===== src/sv/kufw_pkg.sv =====
// shared constants, command and status types for the union-find weight block
package kufw_pkg;

    localparam int MAX_VERTICES = 1024;
    localparam int WEIGHT_BITS  = 16;

    localparam int VTX_BITS     = 11;
    localparam int WIN_BITS     = 16;
    localparam int SUM_BITS     = 26;
    localparam int RANK_BITS    = 4;
    localparam int ADDR_BITS    = $clog2(MAX_VERTICES);

    localparam logic [VTX_BITS-1:0]  COUNT_RESET = VTX_BITS'(MAX_VERTICES);
    localparam logic [RANK_BITS-1:0] RANK_MAX    = '1;
    localparam logic [SUM_BITS-1:0]  SUM_MAX     = '1;

    // commands from the controller to the datapath
    typedef struct packed {
        logic load_item;
        logic walk;
        logic comp;
        logic phase_b;
        logic join_sets;
        logic out_load;
        logic clear_step;
    } dp_cmd_t;

    // status from the datapath to the controller
    typedef struct packed {
        logic bad_in;
        logic at_root;
        logic path_end;
        logic clear_end;
        logic last_item;
        logic out_free;
    } dp_status_t;

endpackage


===== src/sv/kufw_ctrl.sv =====
// controller state machine sequencing find walks, compression, link and clearing
module kufw_ctrl (
    input  logic                 clk,
    input  logic                 rst_n,
    input  logic                 in_valid,
    output logic                 in_ready,
    input  kufw_pkg::dp_status_t status,
    output kufw_pkg::dp_cmd_t    cmd
);

    typedef enum logic [7:0] {
        S_CLEAR  = 8'b0000_0001,
        S_IDLE   = 8'b0000_0010,
        S_WALK_A = 8'b0000_0100,
        S_COMP_A = 8'b0000_1000,
        S_WALK_B = 8'b0001_0000,
        S_COMP_B = 8'b0010_0000,
        S_JOIN   = 8'b0100_0000,
        S_RESULT = 8'b1000_0000
    } state_t;

    state_t state_reg;
    state_t state_next;

    // state register
    always_ff @(posedge clk or negedge rst_n)
    begin
        if (!rst_n)
        begin
            state_reg <= S_CLEAR;
        end
        else
        begin
            state_reg <= state_next;
        end
    end

    // next state and commands
    always_comb
    begin
        state_next = state_reg;
        in_ready   = 1'b0;
        cmd        = '0;
        case (state_reg)
            S_CLEAR:
            begin
                cmd.clear_step = 1'b1;
                if (status.clear_end)
                begin
                    state_next = S_IDLE;
                end
            end
            S_IDLE:
            begin
                in_ready = 1'b1;
                if (in_valid)
                begin
                    cmd.load_item = 1'b1;
                    state_next    = status.bad_in ? S_RESULT : S_WALK_A;
                end
            end
            S_WALK_A:
            begin
                cmd.walk = 1'b1;
                if (status.at_root)
                begin
                    state_next = S_COMP_A;
                end
            end
            S_COMP_A:
            begin
                cmd.comp = 1'b1;
                if (status.path_end)
                begin
                    state_next = S_WALK_B;
                end
            end
            S_WALK_B:
            begin
                cmd.walk    = 1'b1;
                cmd.phase_b = 1'b1;
                if (status.at_root)
                begin
                    state_next = S_COMP_B;
                end
            end
            S_COMP_B:
            begin
                cmd.comp    = 1'b1;
                cmd.phase_b = 1'b1;
                if (status.path_end)
                begin
                    state_next = S_JOIN;
                end
            end
            S_JOIN:
            begin
                cmd.join_sets = 1'b1;
                state_next    = S_RESULT;
            end
            S_RESULT:
            begin
                if (status.out_free)
                begin
                    cmd.out_load = 1'b1;
                    state_next   = status.last_item ? S_CLEAR : S_IDLE;
                end
            end
            default:
            begin
                state_next = S_CLEAR;
            end
        endcase
    end

endmodule


===== config.mk =====
export PLATFORM = sky130hd
export DESIGN_NAME = kufw_ctrl
export DESIGN_NICKNAME = d
export VERILOG_FILES = /design/src/sv/kufw_pkg.sv /design/src/sv/kufw_ctrl.sv
export SDC_FILE = /design/constraint.sdc
export NUM_CORES = 1
export LEC_CHECK = 0
export BUFFER_PORTS_ARGS = -buffer_cell sky130_fd_sc_hd__clkbuf_2
export CAP_MARGIN = 20
export CORE_AREA = 4 4 41 43
export CTS_CLUSTER_DIAMETER = 120
export CTS_CLUSTER_SIZE = 8
export DETAILED_ROUTE_END_ITERATION = 10
export DIE_AREA = 0 0 45 47
export PLACE_DENSITY = 0.71
export SETUP_SLACK_MARGIN = 0.1
export SLEW_MARGIN = 20
export SYNTH_ARGS = -nofsm -noshare
export SYNTH_HDL_FRONTEND = slang
export SYNTH_SLANG_ARGS = --single-unit

===== constraint.sdc =====
create_clock -name clk -period 5.1 [get_ports clk]
set_clock_uncertainty 0.2 [all_clocks]
set_input_delay 0.255 -clock clk [delete_from_list [all_inputs] [get_ports clk]]
set_output_delay 0.255 -clock clk [all_outputs]
set_load 0.005 [all_outputs]

==> out/summary.txt <==
Status = complete, no violations
Number of CTS-inserted buffers = 3
Remaining Overflow, GRT = 0
Core ar. = 1300 sq um
Top FF cell, synth = dfrtp_1
Post-route worst setup slack = 2.46 ns
Synth warn = 0
Via count = 589
F_max = 0.379 GHz
NumNets Final = 93
Crit Path Class = flip-flop to output port
Area of placed instances = 684 sq um
Final Cell Area = 721 sq um
FF+latch count, synth = 8
Cells after synthesis = 64
Port Buf Inserts = 16
Post-synth EDFFs = 0
Seq/Total Area, Yosys = 33.5%
Area delta synth->final = 20.0%
Crit-path max FO = 6
R2r worst-path depth = 5
CP max-delay cell = or4_4
Max cap viols = 0
Switch share = 41.2%
Chip Width = 45 microns
Static Leakage = 0.363 nW
CP required = 4.64 ns
Largest net degree at the start of global routing = 9
Number of core rows = 13
HP Class = input pin to flip-flop
Vias in the first global route = 535
Final hold vios = 0
Placed insts = 93
Maximum clock path buffer count = 2
Initial Utilization = 46.2%
CTS clk-pin slew, worst paths = 0.06 ns
TritonCTS clock tree = built
Leading area contributor after synthesis = dfrtp_1
Slew HR = 40.2%
RR Startpoint = state_reg[1]
Synthesized area per cell = 9.38 sq um
P_int = 0.194 mW
First-pass GRT wire length = 2230 microns
Top-area cell type share of the netlist area = 29.2%
Delay of the slowest critical-path stage = 0.58 ns
Synth unique cells = 33
Post-detailed-placement half-perimeter wirelength = 1110 microns
Flop pwr share = 31.0%
Largest cells by area after synthesis = dfrtp_1, nand4b_1, dfstp_2
Worst EP arrival = 2.18 ns
Gate power share = 52.2%
Post-CTS Resized = 0
Final Max Tran Viols = 0
Top-count cell post-synth = dfrtp_1
# diodes = 0
Setup TNS = 0 ns
Top cells by count, synth = dfrtp_1, nor2_1, nand2_1
Cell Area, Synth = 601 sq um
Post-layout minimum cycle time = 2.64 ns
Period utilization = 51.7%
RSZ-0062 raised after global routing = no
Worst hold slack = 0.00131 ns
Die footprint = 2120 sq um
GR Util All Layers = 15.2%
Worst hold endpoint = state_reg[1]
Max VDD drop = 0.258 mV
Via/cell ratio = 6.01
Slew @ Worst Pin = 0.889 ns
R2r endpoint = state_reg[7]
Crit. End Element = output port
Initial antenna violation count = 0
Clk sink count = 8
Ports = 17
R2R setup slack = 2.57 ns
Clock Tree Root = clkbuf_4
Synthesized Nets = 73
Cell Chain, Critical Path = or4_4 > or4_1 > inv_1 > and2_1 > clkbuf_2
Final setup violation count = 0
Final Non-Filler Cells = 98
Gp weighted congestion = 0.851
Initial DRC count = 15
HP Start = in_valid
H-tree levels = 1
Switching Power = 0.136 mW
Post-Route WL = 1460 microns
Die height = 47 microns
Antenna viol nets, final = 0
PD cells = 457 nW/um^2
DR WL/cell = 14.9 microns
Layout cells sized above 1 = 34.9%
Clk Latency, worst-skew pair = 0.26 ns
Post-route DRC = 0
Hold depth = 2
Drt first pass iters = 4
Post-synthesis async set-or-reset flop share = 100%
Pre-CTS setup slack = 2.66 ns
Clock network power share = 16.8%
Max FFs per register = 8
Setup crit start kind = flip-flop
-- layout make-up --
| cell class | instances | area (sq um) |
|---|---|---|
| inverters | 4 | 15.0 |
| well taps | 15 | 18.8 |
| fillers | 130 | 581 |
| flip-flops and latches | 8 | 201 |
| multi-input cells | 50 | 369 |
| clock buffers | 4 | 26.3 |
| repair buffers | 17 | 90.1 |
-- stage by stage --
step / util [%] / power (mW)
after floorplan: - / 0.230
after global placement: 52.6 / 0.269
after detailed placement: 52.6 / 0.270
after CTS: 55.4 / 0.329
after global routing: 55.4 / 0.350
final: 55.4 / 0.329
-- worst max path at each step --
| stage | startpoint | to |
|---|---|---|
| 6_report | state_reg[7] | cmd[6] |
| 4_1_cts | state_reg[7] | cmd[6] |
| 3_3_place_gp | state_reg[1] | state_reg[7] |
| 2_1_floorplan | state_reg[2] | state_reg[7] |
| 5_1_grt | state_reg[1] | cmd[1] |
| 3_5_place_dp | state_reg[1] | state_reg[7] |
-- power by group through the flow --
stage                     clock network, mW  registers (mW)  logic [mW]
after floorplan                           0          0.0921       0.137
after global placement                    0          0.0995       0.170
after detailed placement                  0           0.101       0.169
after CTS                            0.0571           0.101       0.171
after global routing                 0.0604           0.103       0.187
final                                0.0553           0.102       0.172
-- placed cells by master (no fill, tap or decap), types with 2 or more instances in the layout --
cell / n
nand2b_1: 3
nand4b_1: 4
dfrtp_1: 7
a22o_2: 2
a21oi_1: 2
clkbuf_2: 16
nor2_1: 6
nor4_1: 4
inv_1: 4
or4_4: 2
nand2_1: 5
and4b_1: 2
clkbuf_4: 3
o2bb2ai_1: 2
-- worst max-delay path: cells and delay by family (launching register included) --
kind | cells | cell delay (ns)
flip-flops | 1 | 0.43
AND/OR/NAND/NOR | 3 | 1.27
buffers and inverters | 2 | 0.22
-- kinds of logic after synthesis --
kind of cell              share of synthesized area (%)
xor gates and xnor gates                           1.46
muxes                                              1.67
and+or+nand+nor                                    36.9
buffers and inverters                              5.00
DFF                                                33.5
AOI/OAI and AO/OA                                  21.5
-- layer usage --
layer | track usage (%) | up-vias | share of wire [%]
met2 | 22.9 | 28 | 43
met5 | 0 | - | 0
li1 | - | 286 | -
met1 | 17.7 | 271 | 45
met4 | 6.43 | 0 | 0.89
met3 | 8.81 | 4 | 11
-- timing repair --
| item | 4_1_cts | 5_1_grt |
|---|---|---|
| hold buffers | 1 | 0 |
| hold endpoints to repair | 8 | 0 |
| buffers inserted | 0 | 0 |
(Power assumes the default switching activity.)
